<file path="config.mk">
export PLATFORM = sky130hd
export DESIGN_NAME = ipl_upload_host_handshake_flat
export DESIGN_NICKNAME = d
export VERILOG_FILES = /design/src/design/iplh_pkg.sv /design/src/design/iplh_if.sv /design/src/design/iplh_cmd_decode.sv /design/src/design/ipl_upload_host_handshake.sv /design/src/flat_wrapper.sv
export VERILOG_INCLUDE_DIRS = /design/src /design/src/design
export SDC_FILE = /design/constraint.sdc
export NUM_CORES = 1
export LEC_CHECK = 0
export BUFFER_PORTS_ARGS = -buffer_cell sky130_fd_sc_hd__buf_4
export CAP_MARGIN = 20
export CORE_ASPECT_RATIO = 1.75
export CORE_UTILIZATION = 48
export CTS_CLUSTER_DIAMETER = 200
export CTS_CLUSTER_SIZE = 10
export DETAILED_ROUTE_END_ITERATION = 12
export PLACE_DENSITY = 0.74
export SYNTH_ARGS = -nofsm -noshare
export SYNTH_HDL_FRONTEND = slang
export SYNTH_SLANG_ARGS = --single-unit
</file>
<file path="constraint.sdc">
create_clock -name clk_i -period 1.9 [get_ports clk_i]
set_input_delay 0.095 -clock clk_i [delete_from_list [all_inputs] [get_ports clk_i]]
set_output_delay 0.095 -clock clk_i [all_outputs]
set_load 0.005 [all_outputs]
</file>
<file path="src/design/ipl_upload_host_handshake_defines.svh">
// ----------------------------------------------------------------------------
// IPL upload host handshake: assertion macros
// Concurrent assertion wrappers clocked on clk_i and held off during reset.
// In synthesis builds the macros expand to nothing.
// ----------------------------------------------------------------------------
`ifndef IPL_UPLOAD_HOST_HANDSHAKE_DEFINES_SVH
`define IPL_UPLOAD_HOST_HANDSHAKE_DEFINES_SVH

`ifndef SYNTHESIS

// Property that must hold on every clock edge outside reset
`define IPLH_ASSERT(lbl, prop, msg) \
  lbl: assert property (@(posedge clk_i) disable iff (!rst_ni) (prop)) else $error(msg);

// Antecedent implies consequent in the next cycle
`define IPLH_ASSERT_NEXT(lbl, ante, cons, msg) \
  lbl: assert property (@(posedge clk_i) disable iff (!rst_ni) (ante) |=> (cons)) \
    else $error(msg);

`else

`define IPLH_ASSERT(lbl, prop, msg)
`define IPLH_ASSERT_NEXT(lbl, ante, cons, msg)

`endif

`endif

</file>
<file path="src/design/iplh_pkg.sv">
`timescale 1ns / 1ps
// ----------------------------------------------------------------------------
// IPL upload host handshake package
// Codes, constants and types shared by the command decoder and the top level.
// ----------------------------------------------------------------------------
package iplh_pkg;

  // Command codes on the func field
  typedef enum logic [2:0] {
    FN_BEGIN = 3'd0,
    FN_DATA  = 3'd1,
    FN_CHUNK = 3'd2,
    FN_END   = 3'd3,
    FN_REPLY = 3'd4
  } func_e;

  // Bus operation codes on the result
  typedef enum logic [1:0] {
    OP_WRITE  = 2'd0,
    OP_READ   = 2'd1,
    OP_DONE   = 2'd2,
    OP_REJECT = 2'd3
  } op_e;

  // Wait phase; code 3 is never entered and behaves as idle
  typedef enum logic [1:0] {
    PH_IDLE = 2'd0,
    PH_ECHO = 2'd1,
    PH_READ = 2'd2
  } phase_e;

  // Port numbers of the four-port mailbox
  localparam logic [1:0] PORT_HANDSHAKE = 2'd0;
  localparam logic [1:0] PORT_DATA      = 2'd1;
  localparam logic [1:0] PORT_ADDR_LO   = 2'd2;
  localparam logic [1:0] PORT_ADDR_HI   = 2'd3;

  localparam logic [7:0] BOOT_MAGIC = 8'hCC;
  localparam logic [7:0] FLAG_CHUNK = 8'h01;
  localparam logic [7:0] FLAG_EXEC  = 8'h00;
  localparam logic [7:0] ECHO_STEP  = 8'd2;

  // Most bus accesses one command can cause
  localparam int unsigned MaxResults = 5;
  localparam int unsigned CntW       = $clog2(MaxResults + 1);

  // One bus access, without the last-of-run flag
  typedef struct packed {
    op_e        op;
    logic [1:0] port;
    logic [7:0] val;
  } res_t;

  // All accesses caused by one item
  typedef struct packed {
    logic [CntW-1:0]             cnt;
    res_t [MaxResults-1:0]       res;
  } run_t;

  // Handshake tracking state
  typedef struct packed {
    phase_e     phase;
    logic [7:0] echo;
    logic [7:0] counter;
  } state_t;

  function automatic res_t mk_res(op_e op, logic [1:0] port, logic [7:0] val);
    res_t r;
    r.op   = op;
    r.port = port;
    r.val  = val;
    return r;
  endfunction

endpackage

</file>
<file path="src/design/iplh_if.sv">
`timescale 1ns / 1ps
// ----------------------------------------------------------------------------
// IPL upload host handshake channels
// Command channel into the block and bus-access channel out of it.
// ----------------------------------------------------------------------------
interface iplh_cmd_if;
  logic        valid;
  logic        ready;
  logic [2:0]  func;
  logic [15:0] target_address;
  logic [7:0]  payload_byte;
  logic [7:0]  reply_value;

  modport source (output valid, func, target_address, payload_byte, reply_value,
                  input ready);
  modport sink   (input valid, func, target_address, payload_byte, reply_value,
                  output ready);
endinterface

interface iplh_res_if;
  logic       valid;
  logic       ready;
  logic [1:0] bus_op;
  logic [1:0] port_index;
  logic [7:0] write_value;
  logic       last_of_run;

  modport source (output valid, bus_op, port_index, write_value, last_of_run,
                  input ready);
  modport sink   (input valid, bus_op, port_index, write_value, last_of_run,
                  output ready);
endinterface

</file>
<file path="src/design/iplh_cmd_decode.sv">
`timescale 1ns / 1ps
// ----------------------------------------------------------------------------
// IPL upload host handshake: command decoder
// Turns one item and the current handshake state into the list of bus
// accesses it causes and the next handshake state.
// ----------------------------------------------------------------------------
module iplh_cmd_decode
  import iplh_pkg::*;
(
  input  logic [2:0]  func_i,
  input  logic [15:0] target_address_i,
  input  logic [7:0]  payload_byte_i,
  input  logic [7:0]  reply_value_i,
  input  state_t      state_i,
  output run_t        run_o,
  output state_t      state_o
);

  logic       waiting;
  logic [7:0] bumped;
  logic [7:0] next_echo;

  assign waiting   = (state_i.phase == PH_ECHO) || (state_i.phase == PH_READ);
  // Reply plus two, skipping zero
  assign bumped    = reply_value_i + ECHO_STEP;
  assign next_echo = (bumped == 8'd0) ? ECHO_STEP : bumped;

  always_comb begin
    run_o        = '0;
    run_o.cnt    = CntW'(1);
    run_o.res[0] = mk_res(OP_REJECT, PORT_HANDSHAKE, 8'd0);
    state_o      = state_i;

    if ((func_i <= FN_END) && waiting) begin
      // busy: reject, state untouched
    end else begin
      case (func_e'(func_i))
        FN_BEGIN: begin
          run_o.cnt    = CntW'(5);
          run_o.res[0] = mk_res(OP_WRITE, PORT_ADDR_LO, target_address_i[7:0]);
          run_o.res[1] = mk_res(OP_WRITE, PORT_ADDR_HI, target_address_i[15:8]);
          run_o.res[2] = mk_res(OP_WRITE, PORT_DATA, FLAG_CHUNK);
          run_o.res[3] = mk_res(OP_WRITE, PORT_HANDSHAKE, BOOT_MAGIC);
          run_o.res[4] = mk_res(OP_READ, PORT_HANDSHAKE, 8'd0);
          state_o.phase   = PH_ECHO;
          state_o.echo    = BOOT_MAGIC;
          state_o.counter = 8'd0;
        end
        FN_DATA: begin
          run_o.cnt    = CntW'(3);
          run_o.res[0] = mk_res(OP_WRITE, PORT_DATA, payload_byte_i);
          run_o.res[1] = mk_res(OP_WRITE, PORT_HANDSHAKE, state_i.counter);
          run_o.res[2] = mk_res(OP_READ, PORT_HANDSHAKE, 8'd0);
          state_o.phase   = PH_ECHO;
          state_o.echo    = state_i.counter;
          state_o.counter = state_i.counter + 8'd1;
        end
        FN_CHUNK, FN_END: begin
          run_o.cnt    = CntW'(4);
          run_o.res[0] = mk_res(OP_WRITE, PORT_ADDR_LO, target_address_i[7:0]);
          run_o.res[1] = mk_res(OP_WRITE, PORT_ADDR_HI, target_address_i[15:8]);
          run_o.res[2] = mk_res(OP_WRITE, PORT_DATA,
                                (func_i == FN_CHUNK) ? FLAG_CHUNK : FLAG_EXEC);
          run_o.res[3] = mk_res(OP_READ, PORT_HANDSHAKE, 8'd0);
          state_o.phase   = PH_READ;
          state_o.counter = 8'd0;
        end
        FN_REPLY: begin
          case (state_i.phase)
            PH_ECHO: begin
              if (reply_value_i == state_i.echo) begin
                run_o.res[0]  = mk_res(OP_DONE, PORT_HANDSHAKE, 8'd0);
                state_o.phase = PH_IDLE;
              end else begin
                // no echo yet: poll again
                run_o.res[0] = mk_res(OP_READ, PORT_HANDSHAKE, 8'd0);
              end
            end
            PH_READ: begin
              run_o.cnt    = CntW'(2);
              run_o.res[0] = mk_res(OP_WRITE, PORT_HANDSHAKE, next_echo);
              run_o.res[1] = mk_res(OP_READ, PORT_HANDSHAKE, 8'd0);
              state_o.phase = PH_ECHO;
              state_o.echo  = next_echo;
            end
            default: begin
              // unsolicited reply: reject
            end
          endcase
        end
        default: begin
          // undefined func: reject
        end
      endcase
    end
  end

endmodule

</file>
<file path="src/design/ipl_upload_host_handshake.sv">
`timescale 1ns / 1ps
// ----------------------------------------------------------------------------
// IPL upload host handshake
// Host-side sequencer for the four-port boot-loader upload protocol.
// ----------------------------------------------------------------------------
// Usage:
//   cmd_i carries commands (begin transfer, data byte, begin chunk, end and
//   execute) and port 0 read replies. res_o carries the bus accesses the host
//   must make, one item per access, with last_of_run set on the final access
//   caused by a command.
//   The first access of a command is offered in the cycle after the
//   command is accepted. A command causes 1 to 5 accesses, offered one
//   access per cycle while res_o is ready, and a new command waits until
//   the last of them leaves; the single result port sets that limit.
//   The next command is taken in the same cycle the last access leaves.
//   While res_o is stalled the pending accesses hold in the result buffer
//   and cmd_i ready stays low.
//   Reset empties the buffer and returns the handshake to idle with the echo
//   and byte counter at zero.
// ----------------------------------------------------------------------------
`include "ipl_upload_host_handshake_defines.svh"

module ipl_upload_host_handshake
  import iplh_pkg::*;
(
  input  logic        clk_i,
  input  logic        rst_ni,
  iplh_cmd_if.sink    cmd_i,
  iplh_res_if.source  res_o
);

  state_t                state_q, state_d, state_next;
  run_t                  run;
  logic [CntW-1:0]       cnt_q, cnt_d;
  res_t [MaxResults-1:0] buf_q, buf_d;
  logic                  cmd_acc;
  logic                  res_take;

  // Decode the incoming item against the current state
  iplh_cmd_decode u_decode (
    .func_i           (cmd_i.func),
    .target_address_i (cmd_i.target_address),
    .payload_byte_i   (cmd_i.payload_byte),
    .reply_value_i    (cmd_i.reply_value),
    .state_i          (state_q),
    .run_o            (run),
    .state_o          (state_next)
  );

  // Handshakes
  assign res_take    = res_o.valid && res_o.ready;
  assign cmd_i.ready = (cnt_q == CntW'(0)) || ((cnt_q == CntW'(1)) && res_o.ready);
  assign cmd_acc     = cmd_i.valid && cmd_i.ready;

  // Result buffer: load on accept, shift down as accesses leave
  always_comb begin
    buf_d   = buf_q;
    cnt_d   = cnt_q;
    state_d = state_q;
    if (cmd_acc) begin
      buf_d   = run.res;
      cnt_d   = run.cnt;
      state_d = state_next;
    end else if (res_take) begin
      for (int i = 0; i < MaxResults - 1; i++) begin
        buf_d[i] = buf_q[i+1];
      end
      cnt_d = cnt_q - CntW'(1);
    end
  end

  // Control state
  always_ff @(posedge clk_i or negedge rst_ni) begin
    if (!rst_ni) begin
      cnt_q   <= '0;
      state_q <= '{phase: PH_IDLE, echo: 8'd0, counter: 8'd0};
    end else begin
      cnt_q   <= cnt_d;
      state_q <= state_d;
    end
  end

  // Access payload
  always_ff @(posedge clk_i) begin
    buf_q <= buf_d;
  end

  // Output port
  assign res_o.valid       = (cnt_q != CntW'(0));
  assign res_o.bus_op      = buf_q[0].op;
  assign res_o.port_index  = buf_q[0].port;
  assign res_o.write_value = buf_q[0].val;
  assign res_o.last_of_run = (cnt_q == CntW'(1));

  // Checks
  `IPLH_ASSERT(a_cnt_range, cnt_q <= CntW'(MaxResults), "result count out of range")
  `IPLH_ASSERT_NEXT(a_drain_empty,
    res_take && res_o.last_of_run && !cmd_acc, cnt_q == CntW'(0),
    "buffer not empty after last access left")
  `IPLH_ASSERT_NEXT(a_begin_state,
    cmd_acc && (cmd_i.func == FN_BEGIN) && (state_q.phase == PH_IDLE),
    (state_q.phase == PH_ECHO) && (state_q.echo == BOOT_MAGIC) &&
    (state_q.counter == 8'd0) && (cnt_q == CntW'(5)),
    "begin transfer did not arm the echo wait")
  `IPLH_ASSERT_NEXT(a_busy_hold,
    cmd_acc && (cmd_i.func <= FN_END) &&
    ((state_q.phase == PH_ECHO) || (state_q.phase == PH_READ)),
    $stable(state_q) && (res_o.bus_op == OP_REJECT) && (cnt_q == CntW'(1)),
    "busy command changed state or was not rejected")

endmodule
</file>
<file path="src/flat_wrapper.sv">
// flat-port wrapper written by rule: the top's interface ports become plain ports
module ipl_upload_host_handshake_flat import iplh_pkg::*;
  (clk_i, rst_ni, cmd_i_valid, cmd_i_func, cmd_i_target_address, cmd_i_payload_byte, cmd_i_reply_value, cmd_i_ready, res_o_valid, res_o_bus_op, res_o_port_index, res_o_write_value, res_o_last_of_run, res_o_ready);
  iplh_cmd_if cmd_i_i ();
  iplh_res_if res_o_i ();
  input  logic clk_i;
  input  logic rst_ni;
  input wire logic [$bits(cmd_i_i.valid)-1:0] cmd_i_valid;
  input wire logic [$bits(cmd_i_i.func)-1:0] cmd_i_func;
  input wire logic [$bits(cmd_i_i.target_address)-1:0] cmd_i_target_address;
  input wire logic [$bits(cmd_i_i.payload_byte)-1:0] cmd_i_payload_byte;
  input wire logic [$bits(cmd_i_i.reply_value)-1:0] cmd_i_reply_value;
  output wire logic [$bits(cmd_i_i.ready)-1:0] cmd_i_ready;
  output wire logic [$bits(res_o_i.valid)-1:0] res_o_valid;
  output wire logic [$bits(res_o_i.bus_op)-1:0] res_o_bus_op;
  output wire logic [$bits(res_o_i.port_index)-1:0] res_o_port_index;
  output wire logic [$bits(res_o_i.write_value)-1:0] res_o_write_value;
  output wire logic [$bits(res_o_i.last_of_run)-1:0] res_o_last_of_run;
  input wire logic [$bits(res_o_i.ready)-1:0] res_o_ready;
  assign cmd_i_i.valid = cmd_i_valid;
  assign cmd_i_i.func = cmd_i_func;
  assign cmd_i_i.target_address = cmd_i_target_address;
  assign cmd_i_i.payload_byte = cmd_i_payload_byte;
  assign cmd_i_i.reply_value = cmd_i_reply_value;
  assign cmd_i_ready = cmd_i_i.ready;
  assign res_o_valid = res_o_i.valid;
  assign res_o_bus_op = res_o_i.bus_op;
  assign res_o_port_index = res_o_i.port_index;
  assign res_o_write_value = res_o_i.write_value;
  assign res_o_last_of_run = res_o_i.last_of_run;
  assign res_o_i.ready = res_o_ready;
  ipl_upload_host_handshake u_core (.clk_i(clk_i), .rst_ni(rst_ni), .cmd_i(cmd_i_i), .res_o(res_o_i));
endmodule
</file>
After elaboration in Yosys (flattened, before gate mapping)
Index checks and enable logic that the tools add are counted.
{ "totals": {"register_bits": 81, "input_bits": 39, "out_inout_bits": 15, "wordCells": 77} }
{ "classes": {"addsub": 3, "magnitude_cmp": 1, "eq_ne": 11, "muxes": 22, "bitwise_logic": 1, "n_reduce_logical": 20} }
{ "ops": {"columns": ["operator", "n"], "rows": [
  ["$mux W48", 2],
  ["$pmux W24 S3", 1],
  ["$mux W63", 1],
  ["$pmux W11 S3", 1],
  ["$pmux W12 S2", 1],
  ["$pmux W8 S3", 1],
  ["$mux W11", 2],
  ["$pmux W11 S2", 1],
  ["$mux W8", 2],
  ["$pmux W8 S2", 1],
  ["$mux W12", 1],
  ["$pmux W3 S4", 1],
  ["$reduce_bool A3 Y1", 3],
  ["$add A8 B1 Y8 const B", 1],
  ["$add A8 B2 Y8 const B", 1],
  ["$eq A8 B8 Y1", 1],
  ["$logic_not A8 Y1", 1],
  ["$eq A3 B1 Y1 const B", 2],
  ["$eq A3 B2 Y1 const B", 2],
  ["$logic_not A3 Y1", 2],
  ["$mux W3", 2],
  ["$ne A3 B3 Y1 const B", 2],
  ["$pmux W2 S3", 1],
  ["$reduce_and A5 Y1", 1],
  ["17 further kinds", 24]
]} }

Logic depth before layout (Yosys ltp)
{ "logic_depth": {"ltp_word": 7, "mapped_depth": 8} }

Modules after synthesis
Synthesis repeated with hierarchy kept, for this count alone.
{ "hier_totals": {"hier_cells": 439, "area_unflattened_um2": 5104.9} }
{ "by_module_without_submodules": {"columns": ["module", "instances", "cells_per_inst", "area_per_inst_um2", "seq_area_each_um2"], "rows": [
  ["ipl_upload_host_handshake", 1, 195, 3542.1, 2327.2],
  ["iplh_cmd_decode", 1, 244, 1562.7, 0.0]
]} }

Worst setup path after synthesis
No wires, ideal clock.
{ "synth_path": {"path_type": "reg2reg", "from": "register u_core.state_q[16] in the netlist's numbering", "to": "register u_core.buf_q[14] in the netlist's numbering (data pin)", "setup_time_ns": 0.269, "arrival_time_ns": 1.815, "t_required_ns": 1.631, "path_slack_ns": -0.184, "stages_incl_launch_ff": 8, "path_cell_list": "dfrtp_1 > inv_1 > ha_1 > buf_2 > nor2b_1 > o211ai_1 > clkbuf_1 > o21ai_0"} }
{ "synth_rtl": {"columns": ["element", "line_no", "rtl"], "rows": [
  ["from (decl)", "ipl_upload_host_handshake.sv:32", "state_t state_q, state_d, state_next;"],
  ["from (signal assigned)", "ipl_upload_host_handshake.sv:76", "state_q <= '{phase: PH_IDLE, echo: 8'd0, counter: 8'd0};"],
  ["from (signal assigned)", "ipl_upload_host_handshake.sv:79", "state_q <= state_d;"],
  ["to (signal assigned)", "ipl_upload_host_handshake.sv:85", "buf_q <= buf_d;"],
  ["to (decl)", "ipl_upload_host_handshake.sv:35", "res_t [MaxResults-1:0] buf_q, buf_d;"]
]} }

Final worst setup path
{ "layout_path": {"from": "register u_core.state_q[16] in the netlist's numbering", "to": "register u_core.state_q[9] in the netlist's numbering"} }
{ "layout_via": {"elab_chain_cells": 5, "elab_cells_between_ends": 7} }
{ "layout_lines": {"columns": ["element", "line_no", "rtl"], "rows": [
  ["$eq A2 B1 Y1 / $eq A2 B2 Y1 (equally long branches)", "iplh_cmd_decode.sv:23, iplh_cmd_decode.sv:69", null],
  ["$logic_or A1 B1 Y1", "iplh_cmd_decode.sv:23", "assign waiting = (state_i.phase == PH_ECHO) || (state_i.phase == PH_READ);"],
  ["$logic_and A1 B1 Y1", "iplh_cmd_decode.sv:34", "if ((func_i <= FN_END) && waiting) begin"],
  ["$not A1 Y1 (no line)", null, null],
  ["$reduce_and A4 Y1 (no line) *", null, null]
]} }
Mark *: on every way between the ends. The rest lies on a longest branch, timed or not.
A chain may end at the register's enable or synchronous reset.

==> results.toml <==
[timing]
fin_ws_ns = 0.05471
drv_slew = 0
max_freq_mhz = 541.9
slew_headroom = 0.7185
finalCriticalPeriod_ns = 1.845
tightestPinTransition_ns = 0.4192
rsz0062_at_grt = "true"
hold_viol_final = 0
setup_viol = 0
tns_ns = 0
fin_worst_skew_ns = 0.007102
timing.final.crit_share = 0.9712

[routing]
drt_pass1_iterations = 4
drtAntennaViolNets = 0
vias = 2690
wl_mm = 8.224
vias_per_cell = 5.886
wl_per_cell_um = 18.00
drt_first_iter_violations = 179
drc = 0

[logic_synthesis]
synth_xor_xnor_area_share = 0.04806
synth_adder_area_share = 0.02827
synth_edf_count = 30
synth_compound_area_frac = 0.2197
synthSimpleGateAreaFrac = 0.1656
yosysWarnings = 0
netlist_instances = 312
synth_common_cells = "31 x nand2_1, 30 x edfxtp_1, 24 x nor2_1"
yosysUniqueCellTypes = 55
muxShareOfSynthArea = 0.007270
synth_area_leaders = "edfxtp_1 29%, dfrtp_1 17%, nand2_1 3.8%"
ys_ff_latch = 51
mappedNetlistArea_mm2 = 0.003098
synth_ff_type = "edfxtp_1"
synth_most_common_cell = "nand2_1"
syn_avg_cell_area_um2 = 9.929
yosysTopAreaCell = "edfxtp_1"
async_flop_share = 0.4118
synth_top_area_frac = 0.2908
syn_nets = 358
synth_top_family_by_area = "compound AO/OA/AOI/OAI gates"
ys_seq_area_frac = 0.4604

[global_route]
grt_use_met3 = 0.02532
grt_antenna_before_repair = 0
track_usage = 0.2525
grt_start_max_net_pins = 22
grt_pass1_vias = 2748
grt-ovfl-total = 0
top_usage_layer = "met2"
grt_util_met1 = 0.2565
met2_usage = 0.4798
grt_pass1_wl_mm = 13.01

[worst_hold_path]
whs_path_depth = 2
hp-class = "input port to flop"

[finish]
antenna_cells = 0
final_util = 0.6207
fin_nets = 422
fill_cells = 556
synthToLayoutAreaGrowth_pct = 24.80
final_layout_size_suffix_gt1_frac = 0.3130
final_area_mm2 = 0.003866

[floorplanning]
fp.coreArea_mm2 = 0.006228
num_rows = 38
die_area_mm2 = 0.006792
dieHeight_um = 108.3
start_util = 0.4974
die_w_um = 62.73
ios = 54

[setup_path]
crit_fanout = 5
crit_type = "flop to flop"
crit_path_end_kind = "flop"
critPathLaunchType = "flop"
reg2regPathDepth = 6
arrival_ns = 2.01
cp.required_ns = 2.06

[clock_network]
cts_made_buffers = 5
insertion_delay_ns = 0.31
clockBufferDepth = 2
cts.clk_slew.worst_paths_ns = 0.09
clock-sinks = 51
htreeDepth = 2
cts_root_buffer = "clkbuf_8"
cts_tree = "done"

[place]
place_ws_ns = -0.03681
detailed_place.area_mm2 = 0.003650
io_buffers = 53
hpwl_mm = 6.335
place_congestion = 0.9104

[power_and_ir_drop]
leakage_uw = 0.001655
p_per_area_mw_per_mm2 = 1075
total_power_uw = 4155
ir_worst_vdd_uv = 705.9

[outcome]
status = "completed"

[job]
max_cap_viol_count = 0
==> metrics by stage <==
step                      hold slack [ns]  std cells
after floorplan                   -0.2006        312
after global placement          -0.001358        441
after detailed placement         0.001673        441
after CTS                         0.07262        450
after global routing              0.07904        457
final                             0.07133        457
==> where the power goes <==
| part | switching [µW] | total [µW] | internal (µW) |
|---|---|---|---|
| Clock | 375 | 769 | 393 |
| Sequential | 139 | 1660 | 1520 |
| Combinational | 860 | 1730 | 867 |
| Total | 1370 | 4150 | 2780 |
==> per-layer routing <==
layer,vias up,share of wire
met5,-,0
met3,29,0.047
met1,1282,0.35
met4,0,0.055
li1,1275,-
met2,104,0.55
==> cells in the final DEF, fill, tap and decap left out, types with 3 or more instances in the layout <==
cell / n
nand2_1: 30
a221oi_1: 3
nand3b_1: 3
clkbuf_8: 5
nand3_1: 8
nor4_1: 4
o211ai_1: 3
edfxtp_1: 30
xnor2_1: 4
a222oi_1: 5
o21a_1: 4
a21boi_0: 3
a21o_1: 8
nor3_1: 10
a22o_1: 5
a31oi_1: 5
o21ai_0: 8
a21oi_1: 8
xor2_1: 13
inv_1: 10
buf_4: 83
nand2b_1: 3
dfrtp_1: 21
ha_1: 4
o21ai_1: 9
nor2_1: 24
a22oi_1: 9
o22a_1: 3
==> flip-flops by register name, summed over array words and instances, names as in the netlist <==
signal,cells
u_core.buf_q,18
u_core.state_q,18
u_core.res_o.write_value,8
u_core.cnt_q,3
u_core.res_o.bus_op,2
u_core.res_o.port_index,2
==> worst max-delay path: stages (launching register included) <==
cell,delay (ns)
dfrtp_1,0.39
inv_1,0.11
ha_4,0.14
nand3b_1,0.17
a2111o_1,0.54
a22oi_1,0.26
a41oi_1,0.08
==> final cells by class <==
cell class | instances | area [µm²] | share of cell area
clock buffers | 5 | 68.82 | 0.01780
clock inverters | 3 | 42.54 | 0.01100
inverters | 12 | 45.04 | 0.01165
multi-input cells | 218 | 1506 | 0.3896
flip-flops and latches | 51 | 1426 | 0.3689
well taps | 80 | 100.1 | 0.02589
repair buffers | 88 | 676.9 | 0.1751
==> worst paths after layout <==
| path | slack (ns) | to | from |
|---|---|---|---|
| worst min-delay path | 0.07 | u_core.state_q[9] | cmd_i_reply_value[1] |
| worst max-delay path | 0.05 | u_core.state_q[9] | u_core.state_q[16] |
| worst max register to register | 0.05 | u_core.state_q[9] | u_core.state_q[16] |
| min in group asynchronous | 0.20 | u_core.state_q[3] | rst_ni |
| max in group asynchronous | 1.47 | u_core.state_q[1] | rst_ni |
| worst min register to register | 0.52 | u_core.buf_q[30] | u_core.buf_q[42] |
==> what timing repair did <==
action / CTS / global route
setup buffers: 0 / 5
hold buffers: 1 / 0
setup endpoints to repair: 6 / 19
pin swaps: 0 / 3
gates cloned: 0 / 2
hold endpoints to repair: 21 / 0
resized for setup: 2 / 14
==> cell families after synthesis <==
kind of cell               Yosys count
AOI/OAI and AO/OA                   90
xor gates and xnor gates            17
adders and majority gates            7
buffers and inverters               43
DFF                                 51
muxes                                2
and+or+nand+nor                    102
(Power assumes the default switching activity.)
